File: config.mk
export PLATFORM = sky130hd
export DESIGN_NAME = wheel_pi_speed_drive
export DESIGN_NICKNAME = d
export VERILOG_FILES = /design/src/hw/rtl/wpsd_pkg.sv /design/src/hw/rtl/wheel_pi_speed_drive.sv
export SDC_FILE = /design/constraint.sdc
export NUM_CORES = 2
export LEC_CHECK = 0
export BUFFER_PORTS_ARGS = -buffer_cell sky130_fd_sc_hd__buf_2
export CAP_MARGIN = 20
export CORE_UTILIZATION = 50
export CTS_BUF_LIST = sky130_fd_sc_hd__clkbuf_8
export CTS_CLUSTER_DIAMETER = 40
export DETAILED_ROUTE_END_ITERATION = 12
export PLACE_DENSITY = 0.66
export SKIP_LAST_GASP = 1
export SLEW_MARGIN = 0
export SYNTH_ARGS = -nofsm -noshare
export SYNTH_HDL_FRONTEND = slang
export SYNTH_SLANG_ARGS = --single-unit
File: constraint.sdc
create_clock -name clk_i -period 21.7 [get_ports clk_i]
set_input_delay 2.17 -clock clk_i [delete_from_list [all_inputs] [get_ports clk_i]]
set_output_delay 2.17 -clock clk_i [all_outputs]
set_load 0.01 [all_outputs]
File: src/hw/rtl/wpsd_pkg.sv
// Shared types and constants of the wheel PI speed drive.
package wpsd_pkg;

  localparam int CfgIdxW  = 3;
  localparam int CfgDataW = 23;

  typedef enum logic [CfgIdxW-1:0] {
    REG_PROP_GAIN    = 3'd0,
    REG_INTEG_GAIN   = 3'd1,
    REG_INTEG_LIMIT  = 3'd2,
    REG_DRIVE_LIMIT  = 3'd3,
    REG_DEAD_BAND    = 3'd4,
    REG_TRIM_WHEEL_A = 3'd5,
    REG_TRIM_WHEEL_B = 3'd6,
    REG_TRIM_WHEEL_C = 3'd7
  } cfg_reg_e;

  typedef enum logic [1:0] {
    DIR_COAST   = 2'd0,
    DIR_FORWARD = 2'd1,
    DIR_REVERSE = 2'd2
  } dir_e;

  localparam logic CMD_CLEAR = 1'b1;

  localparam logic [15:0] PROP_GAIN_RST   = 16'd256;
  localparam logic [15:0] INTEG_GAIN_RST  = 16'd0;
  localparam logic [22:0] INTEG_LIMIT_RST = 23'd25600;
  localparam logic [9:0]  DRIVE_LIMIT_RST = 10'd1023;
  localparam logic [9:0]  DEAD_BAND_RST   = 10'd0;
  localparam logic [8:0]  TRIM_UNITY      = 9'd256;

  localparam logic signed [15:0] TARGET_NEAR_ZERO = 16'sd26;
  localparam logic signed [16:0] ERR_NEAR_ZERO    = 17'sd52;

endpackage

File: src/hw/rtl/wheel_pi_speed_drive.sv
// Per-wheel PI speed controller with anti-windup, trim, dead band and drive clamp.
//
// The input channel carries one beat per control step: a command, a wheel index
// and the target and measured speeds in signed Q7.8. The output channel returns
// one beat per input beat: the echoed wheel, the duty magnitude, the direction
// and the signed drive. Configuration registers are written through a plain
// write port and should only change while the block is idle.
// A control step runs through a small sequencer that shares one 25 x 17 bit
// multiplier for the proportional term, the integral term and the trim. Its
// steps are integrate, multiply P, multiply I, scale, multiply trim, shift and
// output, and a new input beat is taken only once the previous step is done.
// A clear command or a wheel index with no controller skips to the output step.
// The block holds the input stall high while a step is in progress and takes
// the next beat as soon as the sequencer is back at rest, even while a result
// is still waiting in the output register. When the receiver stalls, the
// finished step waits in its last stage until the output register is free.
// Reset clears every integral, loads the configuration reset values and
// empties the output register.
module wheel_pi_speed_drive #(
  parameter int WHEEL_COUNT = 3,
  parameter int DUTY_BITS   = 10
) (
  input  logic                              clk_i,
  input  logic                              rst_ni,
  input  logic                              in_valid_i,
  output logic                              in_stall_o,
  input  logic                              command_i,
  input  logic [1:0]                        wheel_index_i,
  input  logic signed [15:0]                target_speed_i,
  input  logic signed [15:0]                measured_speed_i,
  output logic                              out_valid_o,
  input  logic                              out_stall_i,
  output logic [1:0]                        wheel_out_o,
  output logic [DUTY_BITS-1:0]              duty_o,
  output logic [1:0]                        direction_o,
  output logic signed [10:0]                signed_drive_o,
  input  logic                              cfg_we_i,
  input  logic [wpsd_pkg::CfgIdxW-1:0]      cfg_index_i,
  input  logic [wpsd_pkg::CfgDataW-1:0]     cfg_data_i
);

  localparam int          WIdxW   = (WHEEL_COUNT > 1) ? $clog2(WHEEL_COUNT) : 1;
  localparam logic [16:0] MaxDuty = 17'((1 << DUTY_BITS) - 1);

  typedef enum logic [2:0] {
    S_IDLE, S_INTEG, S_MULP, S_MULI, S_PWM, S_MULT, S_SHIFT, S_OUT
  } state_e;

  state_e                 state_q;
  logic [15:0]            prop_gain_q, integ_gain_q;
  logic [22:0]            integ_limit_q;
  logic [9:0]             drive_limit_q, dead_band_q;
  logic [8:0]             trim_q [3];
  logic signed [23:0]     integ_store_q [WHEEL_COUNT];

  logic [1:0]             wheel_q;
  logic signed [16:0]     err_q;
  logic                   tnear_q;
  logic signed [23:0]     integ_q;
  logic signed [41:0]     acc_q;
  logic signed [24:0]     pwm_q;
  logic [25:0]            mag_q;
  logic                   neg_q;

  logic                   out_valid_q;
  logic [1:0]             wheel_out_q;
  logic [DUTY_BITS-1:0]   duty_q;
  wpsd_pkg::dir_e         dir_q;
  logic signed [10:0]     drive_q;

  logic [WIdxW-1:0]       widx;
  logic signed [24:0]     isum, ilim, iclamp;
  logic                   enear;
  logic signed [23:0]     inext;
  logic signed [24:0]     mul_a;
  logic [15:0]            mul_b;
  logic signed [41:0]     prod;
  logic [8:0]             trim_sel;
  logic signed [41:0]     t16, t8;
  logic signed [25:0]     v8;
  logic [25:0]            mag8;
  logic [9:0]             lim10, fmag;
  logic signed [10:0]     sdrive;
  wpsd_pkg::dir_e         dir_d;
  logic                   accept, out_free;

  assign accept   = in_valid_i && (state_q == S_IDLE);
  assign out_free = !out_valid_q || !out_stall_i;

  always_comb begin
    widx   = WIdxW'(wheel_q);
    isum   = $signed({integ_store_q[widx][23], integ_store_q[widx]})
           + $signed({{8{err_q[16]}}, err_q});
    ilim   = $signed({2'b00, integ_limit_q});
    if (isum > ilim) begin
      iclamp = ilim;
    end else if (isum < -ilim) begin
      iclamp = -ilim;
    end else begin
      iclamp = isum;
    end
    enear = (err_q > -wpsd_pkg::ERR_NEAR_ZERO) && (err_q < wpsd_pkg::ERR_NEAR_ZERO);
    inext = (tnear_q && enear) ? 24'sd0 : iclamp[23:0];

    case (wheel_q)
      2'd0:    trim_sel = trim_q[0];
      2'd1:    trim_sel = trim_q[1];
      2'd2:    trim_sel = trim_q[2];
      default: trim_sel = wpsd_pkg::TRIM_UNITY;
    endcase

    case (state_q)
      S_MULI: begin
        mul_a = $signed({integ_q[23], integ_q});
        mul_b = integ_gain_q;
      end
      S_MULT: begin
        mul_a = pwm_q;
        mul_b = {7'b0, trim_sel};
      end
      default: begin
        mul_a = $signed({{8{err_q[16]}}, err_q});
        mul_b = prop_gain_q;
      end
    endcase
    prod = mul_a * $signed({1'b0, mul_b});

    t16  = acc_q + (acc_q[41] ? 42'sd65535 : 42'sd0);
    t8   = acc_q + (acc_q[41] ? 42'sd255 : 42'sd0);
    v8   = t8[33:8];
    mag8 = v8[25] ? 26'(-v8) : 26'(v8);

    lim10 = ({7'b0, drive_limit_q} > MaxDuty) ? MaxDuty[9:0] : drive_limit_q;
    if (mag_q < {16'b0, dead_band_q}) begin
      fmag = 10'd0;
    end else if (mag_q > {16'b0, lim10}) begin
      fmag = lim10;
    end else begin
      fmag = mag_q[9:0];
    end
    sdrive = neg_q ? -$signed({1'b0, fmag}) : $signed({1'b0, fmag});
    if (fmag == 10'd0) begin
      dir_d = wpsd_pkg::DIR_COAST;
    end else if (neg_q) begin
      dir_d = wpsd_pkg::DIR_REVERSE;
    end else begin
      dir_d = wpsd_pkg::DIR_FORWARD;
    end
  end

  always_ff @(posedge clk_i or negedge rst_ni) begin
    if (!rst_ni) begin
      state_q       <= S_IDLE;
      prop_gain_q   <= wpsd_pkg::PROP_GAIN_RST;
      integ_gain_q  <= wpsd_pkg::INTEG_GAIN_RST;
      integ_limit_q <= wpsd_pkg::INTEG_LIMIT_RST;
      drive_limit_q <= wpsd_pkg::DRIVE_LIMIT_RST;
      dead_band_q   <= wpsd_pkg::DEAD_BAND_RST;
      for (int i = 0; i < 3; i++) begin
        trim_q[i] <= wpsd_pkg::TRIM_UNITY;
      end
      for (int i = 0; i < WHEEL_COUNT; i++) begin
        integ_store_q[i] <= 24'sd0;
      end
      wheel_q     <= 2'd0;
      err_q       <= 17'sd0;
      tnear_q     <= 1'b0;
      integ_q     <= 24'sd0;
      acc_q       <= 42'sd0;
      pwm_q       <= 25'sd0;
      mag_q       <= 26'd0;
      neg_q       <= 1'b0;
      out_valid_q <= 1'b0;
      wheel_out_q <= 2'd0;
      duty_q      <= '0;
      dir_q       <= wpsd_pkg::DIR_COAST;
      drive_q     <= 11'sd0;
    end else begin
      if (cfg_we_i) begin
        unique case (wpsd_pkg::cfg_reg_e'(cfg_index_i))
          wpsd_pkg::REG_PROP_GAIN:    prop_gain_q   <= cfg_data_i[15:0];
          wpsd_pkg::REG_INTEG_GAIN:   integ_gain_q  <= cfg_data_i[15:0];
          wpsd_pkg::REG_INTEG_LIMIT:  integ_limit_q <= cfg_data_i[22:0];
          wpsd_pkg::REG_DRIVE_LIMIT:  drive_limit_q <= cfg_data_i[9:0];
          wpsd_pkg::REG_DEAD_BAND:    dead_band_q   <= cfg_data_i[9:0];
          wpsd_pkg::REG_TRIM_WHEEL_A: trim_q[0]     <= cfg_data_i[8:0];
          wpsd_pkg::REG_TRIM_WHEEL_B: trim_q[1]     <= cfg_data_i[8:0];
          wpsd_pkg::REG_TRIM_WHEEL_C: trim_q[2]     <= cfg_data_i[8:0];
          default: ;
        endcase
      end

      if (out_valid_q && !out_stall_i && (state_q != S_OUT)) begin
        out_valid_q <= 1'b0;
      end

      unique case (state_q)
        S_IDLE: begin
          if (accept) begin
            wheel_q <= wheel_index_i;
            err_q   <= $signed({target_speed_i[15], target_speed_i})
                     - $signed({measured_speed_i[15], measured_speed_i});
            tnear_q <= (target_speed_i > -wpsd_pkg::TARGET_NEAR_ZERO)
                    && (target_speed_i < wpsd_pkg::TARGET_NEAR_ZERO);
            mag_q   <= 26'd0;
            neg_q   <= 1'b0;
            if (command_i == wpsd_pkg::CMD_CLEAR) begin
              for (int i = 0; i < WHEEL_COUNT; i++) begin
                integ_store_q[i] <= 24'sd0;
              end
              state_q <= S_OUT;
            end else if ({2'b00, wheel_index_i} >= 4'(WHEEL_COUNT)) begin
              state_q <= S_OUT;
            end else begin
              state_q <= S_INTEG;
            end
          end
        end
        S_INTEG: begin
          integ_store_q[widx] <= inext;
          integ_q             <= inext;
          state_q             <= S_MULP;
        end
        S_MULP: begin
          acc_q   <= prod;
          state_q <= S_MULI;
        end
        S_MULI: begin
          acc_q   <= acc_q + prod;
          state_q <= S_PWM;
        end
        S_PWM: begin
          pwm_q   <= t16[40:16];
          state_q <= S_MULT;
        end
        S_MULT: begin
          acc_q   <= prod;
          state_q <= S_SHIFT;
        end
        S_SHIFT: begin
          mag_q   <= mag8;
          neg_q   <= v8[25];
          state_q <= S_OUT;
        end
        S_OUT: begin
          if (out_free) begin
            out_valid_q <= 1'b1;
            wheel_out_q <= wheel_q;
            duty_q      <= DUTY_BITS'(fmag);
            dir_q       <= dir_d;
            drive_q     <= sdrive;
            state_q     <= S_IDLE;
          end
        end
        default: state_q <= S_IDLE;
      endcase
    end
  end

  assign in_stall_o     = (state_q != S_IDLE);
  assign out_valid_o    = out_valid_q;
  assign wheel_out_o    = wheel_out_q;
  assign duty_o         = duty_q;
  assign direction_o    = dir_q;
  assign signed_drive_o = drive_q;

endmodule

; ---- Yosys cells after proc, flatten, opt, wreduce, memory -nomap -nowiden
; Index checks and enable logic that the tools add are counted.
[word_totals]
input_bits = 66
register_bits = 341
out_inout_bits = 27
[op_classes]
reduce_logical = 32
order_cmp = 11
n_eq_ne = 20
n_bitwise = 1
mul = 1
mux = 36
addsub = 8
[op_table]
columns = op, n
row1 = $mux 24, 6
row2 = $mux 72, 2
row3 = $pmux 72 s2, 1
row4 = $pmux 42 s2, 1
row5 = $bwmux 72, 1
row6 = $mux 26, 2
row7 = $pmux 26 s2, 1
row8 = $pmux 25 s2, 1
row9 = $bmux 24 s2, 1
row10 = $demux 24 s2, 1
row11 = $add 42x42->42, 1
row12 = $mul 25x17->42, 1
row13 = $add 41x17->41, 1
row14 = $add 34x9->34, 1
row15 = $pmux 16 s2, 1
row16 = $pmux 9 s3, 1
row17 = $gt 26x10->1, 1
row18 = $lt 26x10->1, 1
row19 = $neg 26->26, 1
row20 = $add 24x17->25, 1
row21 = $gt 25x24->1, 1
row22 = $lt 25x25->1, 1
row23 = $neg 23->25, 1
row24 = $eq 3x3->1 const B, 8
row25 = other kinds (36), 71

; ---- Logic depth before layout (Yosys ltp)
[depth]
word_depth = 11
mapped_depth = 46

; ---- Least setup slack after synthesis
; Ideal clock, no wire load.
[synth_timing]
kind = flip-flop to flip-flop
from = register state_q[1]
to = register acc_q[41]
path_buffers = 3
setup_slack_ns = 11.935
t_arrival_ns = 9.621
stages_incl_launch_ff = 42
cell_sequence = dfrtp_1 or2_2 and2_1 nor2_1 nor2_1 clkbuf_1 a221oi_1 clkbuf_1 nor2_1 fa_1 inv_1 fa_1 fa_1 inv_1 fa_1 fa_1 inv_1 fa_1 (+6 left out) o21ai_0 a311oi_1 a21o_1 a21oi_1 xnor2_1 ha_1 clkbuf_1 a211oi_1 o31ai_1 o211ai_1 a31oi_1 nor3b_1 nand2b_1 a21oi_1 a211oi_1 nor4_1 a2111oi_0 nand3_1
[synth_via]
elab_chain_len = 5
word_cells_on_any_way = 10
cone_classes = 1 x add/sub / 1 x mul / 3 x eq/ne / 3 x mux / 2 x reduce/logical
[synth_lines]
columns = item, line_no
row1 = "start, declared", wheel_pi_speed_drive.sv:49  ; state_e state_q;
row2 = "start signal, assigned", wheel_pi_speed_drive.sv:153  ; state_q <= S_IDLE;
row3 = "start signal, assigned", wheel_pi_speed_drive.sv:211  ; state_q <= S_OUT;
row4 = "start signal, assigned", wheel_pi_speed_drive.sv:213  ; state_q <= S_OUT;
row5 = $eq 3x3->1 / $eq 3x2->1 (equally long branches), "wheel_pi_speed_drive.sv:112, wheel_pi_speed_drive.sv:197"
row6 = $pmux 25 s2 / $pmux 16 s2 (equally long branches), wheel_pi_speed_drive.sv:112  ; case (state_q)
row7 = $mul 25x17->42, wheel_pi_speed_drive.sv:126  ; prod = mul_a * $signed({1'b0, mul_b});
row8 = $add 42x42->42, wheel_pi_speed_drive.sv:229  ; acc_q <= acc_q + prod;
row9 = $pmux 42 s2, wheel_pi_speed_drive.sv:197  ; unique case (state_q)
row10 = "end signal, assigned", wheel_pi_speed_drive.sv:225  ; acc_q <= prod;
row11 = "end signal, assigned", wheel_pi_speed_drive.sv:229
row12 = "end signal, assigned", wheel_pi_speed_drive.sv:237  ; acc_q <= prod;
row13 = "end, declared", wheel_pi_speed_drive.sv:60  ; logic signed [41:0] acc_q;
; Parallel ways exist; a longest one is shown, timed or not.
; A chain may end at the register's enable or synchronous reset.

; ---- Worst setup path after layout
[layout_timing]
from = register state_q[2]
to = register acc_q[41]
; Same word-level chain as after synthesis.

==> summary by stage <==
Clock network
The post-CTS setup-driven buffer insertion count is 0. In this run the number of H-tree levels came out at 3. Clock-pin slew was measured on the worst setup and hold paths at 0.06 ns.

The quantity of hold-fixing buffers added after cts is 0. The longest clock path from root to sink contains 3 buffers. The root cell of the clock tree is sky130_fd_sc_hd__clkbuf_8. TritonCTS built the clock tree. The number of gates resized after CTS was 0. The number of buffers added by the clock tree synthesis step is 68. Clock tree synthesis found a total of 340 sinks. At the later pin of the worst-skew pair, clock insertion delay measures 0.67 ns.

Run status
The run finished with clean final reports.

STA
At the pin with the least slew margin, the transition time is 1.38 ns. The setup violation total in the final timing report is 0. The achievable clock frequency is 77.8 MHz. The number of slew-limit violations in the final report is 0.

The final period utilization is 59.2%. For the final routed database, the setup TNS stands at 0 ns. The number of failing hold endpoints at the final stage is 0. The worst pin sits at a relative slew slack of 8.07%.

The final worst clock skew is 0.0261 ns. Setup repair after global routing left no endpoint under its margin. The minimum period implied by the final worst setup slack is 12.85 ns.

Synthesis
Of all cell types, the one taking the most synthesized area is sky130_fd_sc_hd__dfrtp_1. The dominant register cell in the synthesized netlist is sky130_fd_sc_hd__dfrtp_1. The total nets after synthesis is 5113. The portion of the post-synthesis area used by sequential elements is 22.6%.

Synthesis instantiated 90 different standard cells from the library. The portion of synthesized cell area occupied by the leading cell type is 21.4%. After synthesis, the cell types taking the most area are sky130_fd_sc_hd__dfrtp_1 21%, sky130_fd_sc_hd__fa_1 21%, sky130_fd_sc_hd__ha_1 9.2%. During synthesis, Yosys emitted a total of 0 warnings.

In the synthesized netlist the async set-or-reset flop fraction comes to 100%. The number of synthesized flops with an enable pin is 0. After synthesis the netlist holds a flip-flop and latch count of 340. In this run the cell area of the synthesized design comes to 0.0377 mm².

The per-instance average area after synthesis is 8.62 µm². Synthesis handed over a netlist of 4375 instances.

GRT
The residual overflow from global routing is 0. The aggregate global-route resource usage is 30.7%. The first-pass GRT wire length is 182000 µm. Entering global routing, the biggest net connects 164 pins. The via count of the first global-routing pass is 31200.

The number of antenna violations at the first check in global routing came to 1.

Setup path
The classification of the worst setup path is flip-flop to flip-flop. The dominant cell type by count on the critical path is sky130_fd_sc_hd__fa_1. STA puts the critical path data arrival time at 13.36 ns.

The reg2reg setup slack is 8.85 ns. The slowest stage of the critical path belongs to the cell sky130_fd_sc_hd__a221oi_1. The required time of the critical path is 22.21 ns.

Along the worst path, the maximum fanout reaches 30. The endpoint kind of the worst setup timing path is a flip-flop. The startpoint type of the worst setup path is a flip-flop. On the worst path, the slowest cell contributes a delay of 1.06 ns.

Cells and area
In the final design database the tool counted 5161 nets. From synthesis to final layout, the design area changed by 8.24%. The antenna cell count is 0. Of the cells placed in the final design, the portion with a size suffix greater than 1 is 9.42%. After filler insertion, the fill cell instance count of the layout stands at 6928. The total area of multi-input combinational cells is 0.0262 mm². Across the whole layout, storage elements account for 0.00853 mm².

Drt
The post-detailed-routing wire length is 114000 µm. After detailed routing, the average wire length per cell comes to 21.0 µm. In this run the remaining antenna-violating nets after routing total 0. For this block, the via count after detailed routing is 31500.

Dividing the detail-routed via count by the number of cells gives 5.79. The first routing iteration left 2851 violations. The number of detailed-route iterations in the first pass is 5. In the routed design, unresolved DRC markers number 0.

Run
The tool flagged a number of max-cap violations equal to 0.

Floorplanning
Measured along the x axis, the die boundary spans 277 µm. The region available for standard cell placement spans 0.0746 mm². The die outline area is 0.0765 mm².

From bottom edge to top edge, the die measures 277 µm. Once the floorplan was initialized, standard cells occupied 50.6% of the core. The number of rows created at floorplan is 100.

During I/O placement, the number of pins put on the boundary was 93.

Min path
In this run the worst hold path is classified as flip-flop to flip-flop.

Placed design
The half-perimeter wire length after placement is 89400 µm. The count of buffers added on input and output ports is 92. At the end of routability-driven placement, the weighted congestion stood at 0.955.
[worst max-delay path: cells and delay by family (launching register included)]
family          cells  cell delay [ns]
fa+ha+maj           8             3.89
compound gates     12             3.76
simple gates       13             3.42
flops               1             0.75
buf+inv             3             0.43
xor+xnor            1             0.41
[registers in the layout, summed over array words and instances, names as in the netlist, 2 cells and up]
| name | count |
|---|---|
| acc_q | 42 |
| dead_band_q | 10 |
| direction_o | 2 |
| drive_limit_q | 10 |
| duty_o | 10 |
| err_q | 17 |
| integ_gain_q | 16 |
| integ_limit_q | 23 |
| integ_q | 24 |
| integ_store_q | 72 |
| mag_q | 26 |
| prop_gain_q | 16 |
| pwm_q | 25 |
| signed_drive_o | 10 |
| state_q | 3 |
| trim_q | 27 |
| wheel_out_o | 2 |
| wheel_q | 2 |
[cells by family (layout without fill, tap and decap cells)]
| kind of cell | after synthesis | in the layout | share of synthesized area (%) |
|---|---|---|---|
| AOI/OAI and AO/OA | 888 | 888 | 15.0 |
| adders and majority gates | 672 | 672 | 30.1 |
| buffers and inverters | 831 | 934 | 8.31 |
| muxes | 134 | 134 | 3.82 |
| and+or+nand+nor | 1312 | 1312 | 15.5 |
| DFF | 340 | 340 | 22.6 |
| xor gates and xnor gates | 198 | 198 | 4.62 |
[metal layers]
metal	GRT usage (%)	vias to the layer above	wire (µm)
met3	5.92	204	10600
met1	46.3	15500	52200
met4	10.1	0	3870
met2	43.9	1325	47600
met5	0	-	0
li1	-	14500	-
[area by class of cell]
class,instances,share of cell area [%]
multi-input combinational,3204,64.2
sequential,340,20.9
inverter,654,6.01
tap,969,2.97
clock buffer,77,2.60
timing repair buffer,155,2.33
clock inverter,48,1.02
[through the flow]
step           hold WS (ns)  instances  utilization (%)  instance area [µm²]  setup slack (ns)
3_5_place_dp          0.463       5319             52.7                39300              9.07
2_1_floorplan         0.448       4375                -                37700             11.94
3_3_place_gp          0.456       5319             52.7                39300              9.41
5_1_grt               0.504       5447             54.7                40800              8.05
6_report              0.472       5447             54.7                40800              8.85
4_1_cts               0.478       5444             54.7                40800              9.06
[path summary, 6_finish.rpt]
kind,startpoint,to,cells past startpoint
worst max-delay path,state_q[2],acc_q[41],37
worst min-delay path,duty_o[4],duty_o[4],2
worst max register to register,state_q[2],acc_q[41],37
worst min register to register,duty_o[4],duty_o[4],2
max in group asynchronous,rst_ni,duty_o[4],3
min in group asynchronous,rst_ni,err_q[16],1
[placed cells by master (no fill, tap or decap), types with 12 or more instances in the layout]
cell type,count
sky130_fd_sc_hd__ha_1,278
sky130_fd_sc_hd__nor4_1,17
sky130_fd_sc_hd__a221o_1,29
sky130_fd_sc_hd__a21o_1,72
sky130_fd_sc_hd__nor3_1,36
sky130_fd_sc_hd__dfrtp_1,322
sky130_fd_sc_hd__a31oi_1,17
sky130_fd_sc_hd__and3_1,46
sky130_fd_sc_hd__fa_1,394
sky130_fd_sc_hd__and2_1,23
sky130_fd_sc_hd__nand4_1,34
sky130_fd_sc_hd__dfstp_2,17
sky130_fd_sc_hd__o21a_1,25
sky130_fd_sc_hd__a22o_1,20
sky130_fd_sc_hd__nand2b_1,40
sky130_fd_sc_hd__o211ai_1,12
sky130_fd_sc_hd__mux2_2,79
sky130_fd_sc_hd__a221oi_1,29
sky130_fd_sc_hd__inv_1,671
sky130_fd_sc_hd__mux2i_1,54
sky130_fd_sc_hd__clkbuf_8,77
sky130_fd_sc_hd__o21ai_0,305
sky130_fd_sc_hd__xor2_1,76
sky130_fd_sc_hd__nand3_1,76
sky130_fd_sc_hd__nor2_1,374
sky130_fd_sc_hd__nor2b_1,28
sky130_fd_sc_hd__a211oi_1,24
sky130_fd_sc_hd__o21bai_1,14
sky130_fd_sc_hd__buf_4,59
sky130_fd_sc_hd__buf_2,93
sky130_fd_sc_hd__xnor2_1,121
sky130_fd_sc_hd__clkinv_2,12
sky130_fd_sc_hd__o31ai_1,15
sky130_fd_sc_hd__o22ai_1,16
sky130_fd_sc_hd__a21oi_1,191
sky130_fd_sc_hd__o21ai_1,21
sky130_fd_sc_hd__nand2_1,565
[synthesized netlist by cell type, types with 20 or more instances]
| library cell | number |
|---|---|
| sky130_fd_sc_hd__a211oi_1 | 24 |
| sky130_fd_sc_hd__a21o_1 | 72 |
| sky130_fd_sc_hd__a21oi_1 | 191 |
| sky130_fd_sc_hd__a221o_1 | 29 |
| sky130_fd_sc_hd__a221oi_1 | 35 |
| sky130_fd_sc_hd__a22o_1 | 20 |
| sky130_fd_sc_hd__and2_1 | 23 |
| sky130_fd_sc_hd__and3_1 | 46 |
| sky130_fd_sc_hd__clkbuf_1 | 157 |
| sky130_fd_sc_hd__dfrtp_1 | 323 |
| sky130_fd_sc_hd__fa_1 | 394 |
| sky130_fd_sc_hd__ha_1 | 278 |
| sky130_fd_sc_hd__inv_1 | 654 |
| sky130_fd_sc_hd__mux2_2 | 79 |
| sky130_fd_sc_hd__mux2i_1 | 55 |
| sky130_fd_sc_hd__nand2_1 | 565 |
| sky130_fd_sc_hd__nand2b_1 | 40 |
| sky130_fd_sc_hd__nand3_1 | 76 |
| sky130_fd_sc_hd__nand4_1 | 34 |
| sky130_fd_sc_hd__nor2_1 | 377 |
| sky130_fd_sc_hd__nor2b_1 | 29 |
| sky130_fd_sc_hd__nor3_1 | 38 |
| sky130_fd_sc_hd__o21a_1 | 25 |
| sky130_fd_sc_hd__o21ai_0 | 306 |
| sky130_fd_sc_hd__o21ai_1 | 24 |
| sky130_fd_sc_hd__xnor2_1 | 121 |
| sky130_fd_sc_hd__xor2_1 | 76 |
Power is left out: the tool's default activity adds up to more than one toggle a clock period on the data nets, which glitch-free logic cannot reach.
